[config.mk]
export PLATFORM = sky130hd
export DESIGN_NAME = bbe_ctrl
export DESIGN_NICKNAME = d
export VERILOG_FILES = /design/src/rtl/core/bbe_pkg.sv /design/src/rtl/core/bbe_ctrl.sv
export VERILOG_INCLUDE_DIRS = /design/src /design/src/rtl/core
export SDC_FILE = /design/constraint.sdc
export NUM_CORES = 1
export LEC_CHECK = 0
export BUFFER_PORTS_ARGS = -buffer_cell sky130_fd_sc_hd__buf_2
export CAP_MARGIN = 40
export CORE_MARGIN = 2
export CORE_UTILIZATION = 38
export DETAILED_ROUTE_END_ITERATION = 10
export PLACE_DENSITY = 0.67
export SKIP_LAST_GASP = 1
export SYNTH_ARGS = -nofsm -noshare
export SYNTH_HDL_FRONTEND = slang
export SYNTH_SLANG_ARGS = --single-unit
[constraint.sdc]
create_clock -name i_clk -period 1.53 [get_ports i_clk]
set_input_delay 0 -clock i_clk [delete_from_list [all_inputs] [get_ports i_clk]]
set_output_delay 0 -clock i_clk [all_outputs]
set_load 0.01 [all_outputs]
[src/rtl/core/byte_block_entropy_core_defines.svh]
// assertion macros for the byte block entropy core
`ifndef BYTE_BLOCK_ENTROPY_CORE_DEFINES_SVH
`define BYTE_BLOCK_ENTROPY_CORE_DEFINES_SVH
`ifndef ASSERT_OFF
`define BBE_ASSERT(label, clk, rst_n, prop, msg) \
    label: assert property (@(posedge clk) disable iff (!rst_n) prop) else $error(msg);
`define BBE_ASSERT_NORST(label, clk, prop, msg) \
    label: assert property (@(posedge clk) prop) else $error(msg);
`else
`define BBE_ASSERT(label, clk, rst_n, prop, msg)
`define BBE_ASSERT_NORST(label, clk, prop, msg)
`endif
`endif

[src/rtl/core/bbe_pkg.sv]
package bbe_pkg;
    localparam int MaxBytes = 1048576;
    localparam int FracBits = 16;
    localparam int NumBins  = 256;
    localparam int CntW     = 21;
    localparam int BinW     = 8;
    localparam int LogW     = 5 + FracBits;   // integer part up to 20
    localparam int SumW     = 42;
    localparam int EntW     = 20;
    localparam int YW       = FracBits + 2;

    typedef struct packed {
        logic [7:0] data_byte;
        logic       last;
    } t_in;

    typedef struct packed {
        logic [EntW-1:0] entropy;
        logic            too_long;
    } t_out;

    // controller -> datapath commands
    typedef struct packed {
        logic count_en;     // accepted beat, read its bin
        logic inc_en;       // write back incremented bin
        logic clr_en;       // clear histogram entry at scan index
        logic scan_rd;      // read bin at scan index
        logic log_start;    // start log unit on loaded operand
        logic log_sel_n;    // 1: log of n, 0: log of bin
        logic acc_en;       // accumulate c * log c
        logic div_start;
        logic finish;       // form result
        logic reset_blk;    // clear count, sum, flag
    } t_cmd;

    typedef struct packed {
        logic log_done;
        logic div_done;
        logic bin_zero;
    } t_sts;
endpackage

[src/rtl/core/bbe_ctrl.sv]
`include "byte_block_entropy_core_defines.svh"
module bbe_ctrl
    import bbe_pkg::*;
(
    input  logic       i_clk,
    input  logic       i_rst_n,
    input  logic       i_valid,
    input  logic       i_last,
    output logic       o_ready,
    output logic       o_out_valid,
    input  logic       i_out_ready,
    input  t_sts       i_sts,
    output t_cmd       o_cmd,
    output logic [7:0] o_scan_idx
);
    localparam logic [3:0] S_IDLE  = 4'd0;
    localparam logic [3:0] S_RD    = 4'd1;
    localparam logic [3:0] S_CHK   = 4'd2;
    localparam logic [3:0] S_LOG   = 4'd3;
    localparam logic [3:0] S_ACC   = 4'd4;
    localparam logic [3:0] S_NLOG0 = 4'd5;
    localparam logic [3:0] S_NLOG  = 4'd6;
    localparam logic [3:0] S_DIV   = 4'd7;
    localparam logic [3:0] S_FIN   = 4'd8;
    localparam logic [3:0] S_OUT   = 4'd9;
    localparam logic [3:0] S_INC   = 4'd10;

    logic [3:0] r_state, n_state;
    logic [8:0] r_idx, n_idx;
    logic       r_ovalid, n_ovalid;
    logic       r_last, n_last;

    assign o_scan_idx  = r_idx[7:0];
    assign o_out_valid = r_ovalid;
    assign o_ready     = (r_state == S_IDLE);

    always_comb begin
        n_state  = r_state;
        n_idx    = r_idx;
        n_last   = r_last;
        n_ovalid = r_ovalid && !i_out_ready;
        o_cmd    = '0;
        unique case (r_state)
            S_IDLE: begin
                if (i_valid && o_ready) begin
                    o_cmd.count_en = 1'b1;
                    n_last  = i_last;
                    n_state = S_INC;
                end
            end
            S_INC: begin
                o_cmd.inc_en = 1'b1;
                if (r_last) begin
                    n_state = S_RD;
                    n_idx   = '0;
                end else begin
                    n_state = S_IDLE;
                end
            end
            S_RD: begin
                o_cmd.scan_rd = 1'b1;
                n_state = S_CHK;
            end
            S_CHK: begin
                o_cmd.clr_en = 1'b1;
                if (i_sts.bin_zero) begin
                    n_idx = r_idx + 9'd1;
                    n_state = (r_idx == 9'd255) ? S_NLOG0 : S_RD;
                end else begin
                    o_cmd.log_start = 1'b1;
                    n_state = S_LOG;
                end
            end
            S_LOG: begin
                if (i_sts.log_done) begin
                    n_state = S_ACC;
                end
            end
            S_ACC: begin
                o_cmd.acc_en = 1'b1;
                n_idx = r_idx + 9'd1;
                n_state = (r_idx == 9'd255) ? S_NLOG0 : S_RD;
            end
            S_NLOG0: begin
                o_cmd.log_start = 1'b1;
                o_cmd.log_sel_n = 1'b1;
                o_cmd.div_start = 1'b1;
                n_state = S_NLOG;
            end
            S_NLOG: begin
                if (i_sts.log_done) begin
                    n_state = S_DIV;
                end
            end
            S_DIV: begin
                if (i_sts.div_done) begin
                    n_state = S_FIN;
                end
            end
            S_FIN: begin
                if (!r_ovalid) begin
                    o_cmd.finish = 1'b1;
                    n_state = S_OUT;
                end
            end
            S_OUT: begin
                if (!r_ovalid) begin
                    o_cmd.reset_blk = 1'b1;
                    n_ovalid = 1'b1;
                    n_state  = S_IDLE;
                    n_idx    = '0;
                end
            end
            default: n_state = S_IDLE;
        endcase
    end

    always_ff @(posedge i_clk) begin
        if (!i_rst_n) begin
            r_state  <= S_IDLE;
            r_idx    <= '0;
            r_ovalid <= 1'b0;
            r_last   <= 1'b0;
        end else begin
            r_state  <= n_state;
            r_idx    <= n_idx;
            r_ovalid <= n_ovalid;
            r_last   <= n_last;
        end
    end

    `BBE_ASSERT(a_no_accept_busy, i_clk, i_rst_n, (r_state != S_IDLE) |-> !o_ready, "accept while busy")
    `BBE_ASSERT(a_out_hold, i_clk, i_rst_n, (r_ovalid && !i_out_ready) |=> r_ovalid, "result dropped")
    `BBE_ASSERT(a_fin_out, i_clk, i_rst_n, o_cmd.finish |=> (r_state == S_OUT), "finish order")
endmodule

==> flow_metrics.env <==
export IMPL_setup_violations=6
export IMPL_startpoint="r_state[1]$_SDFFE_PN0P_"
export IMPL_timing_rr_end="r_idx[8]$_SDFFE_PN0P_"
export IMPL_cts_tree="yes"
export IMPL_cp_max_fo=6
export IMPL_pre_cts_ws_ps=-196
export IMPL_synth_area_leaders="dfxtp_1 (25%), buf_4 (5.7%), nand2_1 (3.8%)"
export IMPL_synth_top_cell_by_area="dfxtp_1"
export IMPL_grt_max_degree=18
export IMPL_tightest_slew_ps=381
export IMPL_synth_seq_cells=15
export IMPL_finalHoldViolCount=0
export IMPL_die_y_um=59.7
export IMPL_overflow=0
export IMPL_finalCritPeriodShare_pct=105
export IMPL_async_flop_share_pct=0
export IMPL_antenna_found_initial=0
export IMPL_p_switching_mw=1.11
export IMPL_crit_required_ps=1770
export IMPL_drt_iter0_markers=49
export IMPL_layout_nets=203
export IMPL_dieArea_um2=3570
export IMPL_ant_nets=0
export IMPL_synth_yosys_seq_area_share_pct=25.5
export IMPL_endpoint_kind="register"
export IMPL_drc=0
export IMPL_flow_area_growth_from_synthesis_pct=44.6
export IMPL_r2r_start="r_state[1]$_SDFFE_PN0P_"
export IMPL_synth_cell_type_count=54
export IMPL_power_leakage_nw=0.707
export IMPL_pwr_density_cell_nw_per_um2=1460
export IMPL_viasPerCell=5.92
export IMPL_grt_pass1_wl_um=5720
export IMPL_place_congestion=0.788
export IMPL_final_max_slew_violation_count=0
export IMPL_startpoint_type="register"
export IMPL_ys_flop_type="dfxtp_1"
export IMPL_die_x_um=59.7
export IMPL_num_vias=1333
export IMPL_internal_power_mw=1.38
export IMPL_antenna_cells=0
export IMPL_finalWirelength_um=3540
export IMPL_slew_headroom_pct=74.6
export IMPL_h_tree_depth=1
export IMPL_status="complete, but fails checks"
export IMPL_initial_core_util_pct=39.3
export IMPL_seqPwrFrac_pct=22.1
export IMPL_hp_class="primary input to register"
export IMPL_grt_pass1_vias=1272
export IMPL_post_dp_hpwl_um=2400
export IMPL_cts_sinks=15
export IMPL_grtUsageTotal_pct=20.9
export IMPL_pwr_share_clk_pct=9.9
export IMPL_fp_row_count=20
export IMPL_critical_path_class="register to register"
export IMPL_port_buffer_count=27
export IMPL_fmax_ghz=0.620
export IMPL_clk_pin_slew_ps=110
export IMPL_synth_top_cells_by_count="dfxtp_1 (15), nand2_1 (12), buf_4 (9)"
export IMPL_clk_latency_ps=300
export IMPL_min_period_ps=1610
export IMPL_ir_worst_vdd_v=0.000844
export IMPL_synth_top_area_share_pct=25.5
export IMPL_power_switching_share_pct=44.7
export IMPL_synth_edf_count=0
export IMPL_skew_ps=7.59
export IMPL_firstDrtPassIters=4
export IMPL_syn_mean_instance_area_um2=7.97
export IMPL_syn_num_nets=158
export IMPL_comb_power_share_pct=68.1
export IMPL_fin_ws_ps=-83.7
export IMPL_top_level_ports=28
export IMPL_total_power_mw=2.49
export IMPL_rsz0062_at_grt="yes"
export IMPL_reg2reg_depth=6
export IMPL_synth_most_common_cell="dfxtp_1"
export IMPL_synth_warnings=0
export IMPL_ff2ff_setup_slack_ps=-80
export IMPL_numCtsBuffers=3
export IMPL_core_area_um2=3000
export IMPL_syn_area_um2=1180
export IMPL_cts_buffer_depth=2
export IMPL_critPathCapture="r_idx[8]$_SDFFE_PN0P_"
export IMPL_critPathArrivalTime_ps=1850
export IMPL_max_cap_violations=0
export IMPL_drive_gt1_share_pct=53.6
export IMPL_cts_root_buffer_cell="clkbuf_4"
export IMPL_syn_inst=148
export IMPL_final_util_pct=56.8
export IMPL_violations="setup timing"
export IMPL_routedWlPerCell_um=15.7
==> power by group through the flow <==
stage	sequential (mW)	combinational (mW)	clock (mW)
2_1_floorplan	0.483	0.870	0
3_3_place_gp	0.535	1.27	0
3_5_place_dp	0.542	1.30	0
4_1_cts	0.540	1.42	0.247
5_1_grt	0.562	1.83	0.267
6_report	0.550	1.70	0.246
==> cells by family after synthesis <==
| group | after synthesis | synth area share, % |
|---|---|---|
| flip-flops | 15 | 25.5 |
| AO/OA/AOI/OAI | 45 | 29.9 |
| buffers and inverters | 27 | 13.0 |
| XOR/XNOR | 1 | 0.742 |
| AND/OR/NAND/NOR | 55 | 26.2 |
| multiplexers | 3 | 2.55 |
| adder cells (fa/ha/maj) | 2 | 2.12 |
==> routing by layer <==
metal / GRT usage, % / wire length (µm) / up-vias
met2: 35.1 / 1760 / 41
met5: 0 / 0 / -
li1: - / - / 643
met1: 27.5 / 1570 / 644
met3: 3.03 / 178 / 5
met4: 6.03 / 25 / 0
==> state kept, by name, indices dropped and copies added (netlist names) <==
| register | count |
|---|---|
| o_out_valid | 1 |
| r_last | 1 |
| r_idx | 9 |
| r_state | 4 |
==> worst min-delay path by stage <==
stage                startpoint                endpoint  cells past startpoint
floorplan                i_last     r_last$_SDFFE_PN0P_                      2
CTS                 i_out_ready  o_out_valid$_SDFF_PN0_                      3
finish              i_out_ready  o_out_valid$_SDFF_PN0_                      3
global route        i_out_ready  o_out_valid$_SDFF_PN0_                      3
global placement         i_last     r_last$_SDFFE_PN0P_                      3
detailed placement       i_last     r_last$_SDFFE_PN0P_                      3
==> metrics by stage <==
step / cells / cell area [µm²] / hold slack [ps] / setup TNS (ps)
after detailed placement: 216 / 1460 / 258 / -977
after floorplan: 148 / 1200 / 140 / -13.2
after global placement: 216 / 1460 / 247 / -460
after CTS: 223 / 1580 / 11.9 / -220
final: 225 / 1710 / 5.55 / -348
after global routing: 225 / 1710 / 17.1 / -1220
==> worst max-delay path: stages, from the launching register on <==
cell	delay, ps
dfxtp_4	370
buf_4	150
buf_4	140
xnor2_2	140
or2_1	280
a2111o_1	350
a21oi_1	130
==> cell type report <==
class	count	area, µm²
Multi-Input combinational cell	106	903
Inverter	7	26.3
Timing Repair Buffer	60	393
Fill cell	259	1300
Clock buffer	3	22.5
Sequential cell	15	315
Clock inverter	1	5.00
Tap cell	33	41.3
==> cell usage in the layout (no fill, tap or decap), types with 2 or more instances in the layout <==
master / count
buf_2: 27
nor2b_1: 2
a31oi_1: 2
mux2i_1: 3
ha_4: 2
a221oi_2: 4
nor2_4: 3
a21oi_1: 5
buf_6: 2
and4_4: 2
o31ai_1: 4
or2_1: 2
o22ai_1: 3
inv_1: 7
nand2_1: 11
dfxtp_4: 3
clkbuf_4: 3
nand2b_1: 2
nand3_1: 2
dfxtp_1: 9
or3_1: 4
o2111ai_1: 2
o21a_1: 2
dfxtp_2: 3
o21ai_0: 3
buf_4: 30
or3b_4: 2
nor3_2: 2
nor3_1: 5
nor2_1: 5
==> timing repair <==
item                       4_1_cts  5_1_grt
pin swaps                        3        2
hold buffers                     1        0
hold endpoints to repair         1        0
setup endpoints to repair       19       18
setup buffers                    2        3
gates resized for setup         15       25
Note: power is estimated with default switching activity, not from simulation.
